<file path="config.mk">
export PLATFORM = sky130hd
export DESIGN_NAME = ikc3_window
export DESIGN_NICKNAME = d
export VERILOG_FILES = /design/src/rtl/core/ikc3_pkg.sv /design/src/rtl/core/ikc3_window.sv
export SDC_FILE = /design/constraint.sdc
export NUM_CORES = 1
export LEC_CHECK = 0
export ABC_AREA = 1
export BUFFER_PORTS_ARGS = -buffer_cell sky130_fd_sc_hd__clkbuf_2
export CAP_MARGIN = 20
export CORE_UTILIZATION = 29
export DETAILED_ROUTE_END_ITERATION = 16
export HOLD_SLACK_MARGIN = 0.06
export PLACE_DENSITY = 0.45
export SETUP_SLACK_MARGIN = 0.15
export SLEW_MARGIN = 10
export SYNTH_ARGS = -nofsm -noshare
export SYNTH_HDL_FRONTEND = slang
export SYNTH_SLANG_ARGS = --single-unit
</file>
<file path="constraint.sdc">
create_clock -name clock -period 19.2 [get_ports clock]
set_clock_uncertainty 0.1 [all_clocks]
set_input_delay 5.76 -clock clock [delete_from_list [all_inputs] [get_ports clock]]
set_output_delay 5.76 -clock clock [all_outputs]
set_load 0.01 [all_outputs]
</file>
<file path="src/rtl/core/ikc3_pkg.sv">
package ikc3_pkg;

   // Configuration port geometry.
   localparam int CSR_ADDR_W = 4;
   localparam int CSR_DATA_W = 32;

   // Register indexes, taken from address bits [3:2].
   localparam logic [1:0] REG_KERNEL_MODE  = 2'd0;
   localparam logic [1:0] REG_IMAGE_WIDTH  = 2'd1;
   localparam logic [1:0] REG_IMAGE_HEIGHT = 2'd2;

   // Kernel selection codes.
   localparam logic KERNEL_EDGE    = 1'b0;
   localparam logic KERNEL_LAPLACE = 1'b1;

   // Field widths.
   localparam int PIXEL_W = 8;
   localparam int DIM_W   = 11;
   localparam int COORD_W = 10;
   localparam int SUM_W   = 11;

   // Register reset values.
   localparam logic [DIM_W-1:0] RESET_IMAGE_WIDTH  = 11'd1000;
   localparam logic [DIM_W-1:0] RESET_IMAGE_HEIGHT = 11'd500;

   // Defaults for the top-level parameters.
   localparam int DEF_MAX_WIDTH  = 1024;
   localparam int DEF_MAX_HEIGHT = 1024;

   typedef logic [PIXEL_W-1:0]      pixel_type;
   typedef logic signed [SUM_W-1:0] sum_type;

   // One line buffer word: the same column of the two rows above.
   typedef struct packed {
      pixel_type older;
      pixel_type newer;
   } line_pair_type;

endpackage

</file>
<file path="src/rtl/core/ikc3_window.sv">
module ikc3_window (
   input  logic               clock,
   input  logic               reset,
   input  logic               advance,
   input  logic               mode,
   input  ikc3_pkg::pixel_type n_older,
   input  ikc3_pkg::pixel_type n_newer,
   input  ikc3_pkg::pixel_type n_pixel,
   output ikc3_pkg::sum_type   sum
);
   import ikc3_pkg::*;

   // Column a is two pixels back, column b one pixel back; index 0 is the top row.
   pixel_type a_ff [3];
   pixel_type b_ff [3];
   pixel_type a_in [3];
   pixel_type b_in [3];

   sum_type edge_pos;
   sum_type edge_neg;
   sum_type lap_sum;

   // The window shifts left by one column as each request leaves stage one.
   always_comb begin
      a_in = a_ff;
      b_in = b_ff;
      if (advance) begin
         a_in    = b_ff;
         b_in[0] = n_older;
         b_in[1] = n_newer;
         b_in[2] = n_pixel;
      end
   end

   always_ff @(posedge clock) begin
      if (reset) begin
         for (int i = 0; i < 3; i++) begin
            a_ff[i] <= '0;
            b_ff[i] <= '0;
         end
      end else begin
         a_ff <= a_in;
         b_ff <= b_in;
      end
   end

   // Vertical edge kernel: left column minus right column.
   assign edge_pos = SUM_W'(a_ff[0]) + SUM_W'(a_ff[1]) + SUM_W'(a_ff[2]);
   assign edge_neg = SUM_W'(n_older) + SUM_W'(n_newer) + SUM_W'(n_pixel);

   // Laplacian: four times the centre minus its four direct neighbors.
   assign lap_sum = sum_type'({b_ff[1], 2'b00}) - SUM_W'(b_ff[0]) - SUM_W'(b_ff[2])
                    - SUM_W'(a_ff[1]) - SUM_W'(n_newer);

   always_comb begin
      case (mode)
         KERNEL_EDGE:    sum = edge_pos - edge_neg;
         KERNEL_LAPLACE: sum = lap_sum;
         default:        sum = edge_pos - edge_neg;
      endcase
   end

endmodule
</file>
# Word-level counts from Yosys, hierarchy flattened
# Index checks and enable logic that the tools add are counted.
# classes
addsub,9
n_mux,1
bitwise_logic,1
# ops
operator,n
11-bit by 8-bit subtractor with 11-bit output,3
11-bit one-hot mux with 2 select lines,1
9-bit by 8-bit adder with 10-bit output,2
8-bit by 8-bit adder with 9-bit output,2
10-bit by 10-bit subtractor with 11-bit output,1
10-bit by 8-bit subtractor with 11-bit output,1
1-bit inverter,1
# totals
register_bits,48
input_bits,28
out_inout_bits,11

# Depth between registers and ports, before layout
# logic_depth
ltp_word,5
mapped_depth,16
mapped_depth_nobuf,16

# Least setup slack after synthesis
# OpenSTA, ideal clock, no wires.
# synth_timing
path_type,input port to output port
start,input port n_older[1]
end,output port sum[9]
arrival_ns,8.532
required_time_ns,13.340
slack_ns,4.808
cell_stages,14
n_path_buf,0
cell_sequence,fa_1 > inv_1 > fa_1 > inv_1 > fa_1 > inv_1 > ha_1 > inv_1 > fa_1 > o21ai_2 > nand2_1 > nand3_1 > nand3_1 > nand2_1
# synth_via
elab_chain_len,4
# synth_rtl
element,line,rtl
"start, declared",ikc3_window.sv:6,"input ikc3_pkg::pixel_type n_older,"
8-bit by 8-bit adder with 9-bit output,ikc3_window.sv:49,assign edge_neg = SUM_W'(n_older) + SUM_W'(n_newer) + SUM_W'(n_pixel);
9-bit by 8-bit adder with 10-bit output,ikc3_window.sv:49,
10-bit by 10-bit subtractor with 11-bit output,n/a,
11-bit one-hot mux with 2 select lines,ikc3_window.sv:56,case (mode)
"end, declared",ikc3_window.sv:9,output ikc3_pkg::sum_type sum
# Every way passes these cells.

# Worst setup path in the final report
# Same ends and word-level chain as after synthesis.

==> results.toml <==
[cells_and_area]
area_delta_synth_final_pct = 11.3
fillers = 1563
mostFrequentLayoutCells = "inv_1, nand2_1, nor2_1"
layout-drive-gt1-share = 0.185
multi_input_area_um2 = 2740
register_area_um2 = 961
layout.nets = 640
layout_commonest_cell = "inv_1"
n_antenna_cell = 0

[timing]
fmax_mhz = 67.8
hold_viol = 0
fin_crit_sh = 0.769
relSlewSlack = 0.346
setup_violations = 0
worst_slew_pin_slew_ns = 0.982
min_period_ns = 14.76
rsz0062_at_grt = "no"
setup-tns-final_ns = 0
drv_slew = 0
setup_slack_ns = 4.44

[floorplan]
core_um2 = 14500
initial_core_util = 0.298
die_w_um = 124
pin_count = 39
num_rows = 44
die-height_um = 124
die_area_um2 = 15400

[clocking]
cts_buffers = 5
cts_max_level = 2
cts_hold_buf = 0
root_buffer = "clkbuf_16"
insertion_delay_ns = 0.29
cts_tree = "done"
cts_setup_buffers = 0
path_clk_slew_ns = 0.07
clockBufferDepth = 2
cts.sinks = 48
cts_resized = 0

[placement]
dpl.hpwl_mm = 7.32
gp_congestion = 0.760
pre_cts_slack_ns = 4.39
io_buffers = 38

[routing]
drtPass1Iterations = 4
drtIter0Drc = 106
vias = 3117
drc = 0
ant_nets = 0
viasPerCell = 4.34
drt-total-wl_mm = 9.03
post_drt_wl_per_cell_um = 12.6

[grt]
antenna_found_initial = 0
grt_pass1_wl_mm = 15.6
grt_pass1_vias = 3269
grt_max_degree = 78
grt_usage = 0.131
overflow = 0

[synth]
yosysSeqAreaShare = 0.222
synth.net_count = 611
yosysWarningCount = 0
synth_seq_cells = 48
synth.cell_area_um2 = 4330
avgSynthCellArea_um2 = 8.57
synth_cell_types = 29
synthCells = 505

[setup_path]
cpMaxStageDelayCell = "fa_1"
cp_cell_sequence = "clkbuf_2 -> fa_1 -> inv_1 -> fa_1 -> inv_1 -> fa_1 -> inv_1 -> ha_1 -> inv_1 -> fa_1 -> o21ai_2 -> nand2_1 -> nand2_1 -> nand2_1 -> nand3_1 -> nand2_1 -> clkbuf_2"
worstPathArrival_ns = 8.90
cp-end-kind = "output pin"
crit_required_ns = 13.34
max_stage_delay_ns = 0.54
startpoint_type = "primary input"
r2r_setup_slack_ns = 18.18
critPathKind = "in2out"
cp_max_fo = 4

[pwr]
power.internal_w = 0.000298
peakVddDrop_mv = 0.0459
p_clk_frac = 0.206
p_total_w = 0.000530
leakage_nw = 2.32
p_sw_w = 0.000232
power-per-cell-area_nw_per_um2 = 110
pwr-share-seq = 0.208
combinationalPowerShare = 0.586
p_sw_frac = 0.438

[hold_path]
min_path_type = "reg2reg"

[flow_run]
maxCapViolCount = 0

[outcome]
status = "finished clean"
==> power by group through the flow <==
stage / clock network, W / logic (W) / registers (W)
final: 0.000109 / 0.000311 / 0.000110
after global routing: 0.000116 / 0.000363 / 0.000111
after CTS: 0.000113 / 0.000321 / 0.000110
after detailed placement: 0 / 0.000319 / 0.000112
after global placement: 0 / 0.000317 / 0.000112
after floorplan: 0 / 0.000236 / 0.000111
==> sequential cells by signal, summed over array words and instances (netlist names) <==
register and count:
a_ff 24, b_ff 24
==> stage by stage <==
step | cell area, µm² | cells | utilization | hold WS [ns]
floorplan | 4330 | 505 | - | 0.357
global placement | 4630 | 711 | 0.319 | 0.382
detailed placement | 4630 | 711 | 0.319 | 0.392
CTS | 4820 | 719 | 0.331 | 0.404
global route | 4820 | 719 | 0.331 | 0.413
finish | 4820 | 719 | 0.331 | 0.401
==> routing by layer <==
layer | track usage | share of wire
met1 | 0.157 | 0.45
met2 | 0.240 | 0.51
met3 | 0.0238 | 0.028
met4 | 0.0335 | 0.010
met5 | 0 | 0
==> cell usage after synthesis (all sizes together) <==
library cell	count	share of area
nand2	67	0.061
o21a	2	0.0035
a21oi	10	0.013
nand4	1	0.0014
o22ai	2	0.0029
o21ai	8	0.011
buf	16	0.028
nand3b	4	0.0069
and2	1	0.0014
a31oi	1	0.0014
nand3	19	0.022
clkbuf	1	0.00087
dfxtp	48	0.22
nor2	61	0.053
inv	135	0.12
xor2	1	0.0020
o21bai	1	0.0017
a211oi	49	0.13
ha	23	0.066
fa	55	0.25
==> path summary, 6_finish.rpt <==
check | from | end | cells past startpoint
worst max register to register | b_ff[8]$_SDFFE_PP0P_ | b_ff[8]$_SDFFE_PP0P_ | 2
worst min-delay path | a_ff[18]$_SDFFE_PP0P_ | a_ff[18]$_SDFFE_PP0P_ | 2
worst min register to register | a_ff[18]$_SDFFE_PP0P_ | a_ff[18]$_SDFFE_PP0P_ | 2
worst max-delay path | n_older[1] | sum[9] | 17
==> cell type report <==
cell class | count | share of cell area
multi-input cells | 305 | 0.568
flip-flops and latches | 48 | 0.200
inverters | 135 | 0.105
well taps | 184 | 0.0478
repair buffers | 39 | 0.0416
clock buffers | 7 | 0.0317
clock inverters | 1 | 0.00624
==> critical path, delay by kind of cell <==
kind | cells | cell delay (ns)
AOI/OAI and AO/OA | 1 | 0.24
adders and majority gates | 5 | 2.11
buffers and inverters | 6 | 0.44
and+or+nand+nor | 5 | 0.34
==> kinds of logic (layout without fill, tap and decap cells) <==
family / count (synthesis) / after routing / share of synthesized area
xor+xnor: 1 / 1 / 0.00202
fa+ha+maj: 78 / 78 / 0.321
flops: 48 / 48 / 0.222
compound gates: 73 / 73 / 0.163
simple gates: 153 / 153 / 0.146
buf+inv: 152 / 182 / 0.146
(Power assumes the default switching activity.)
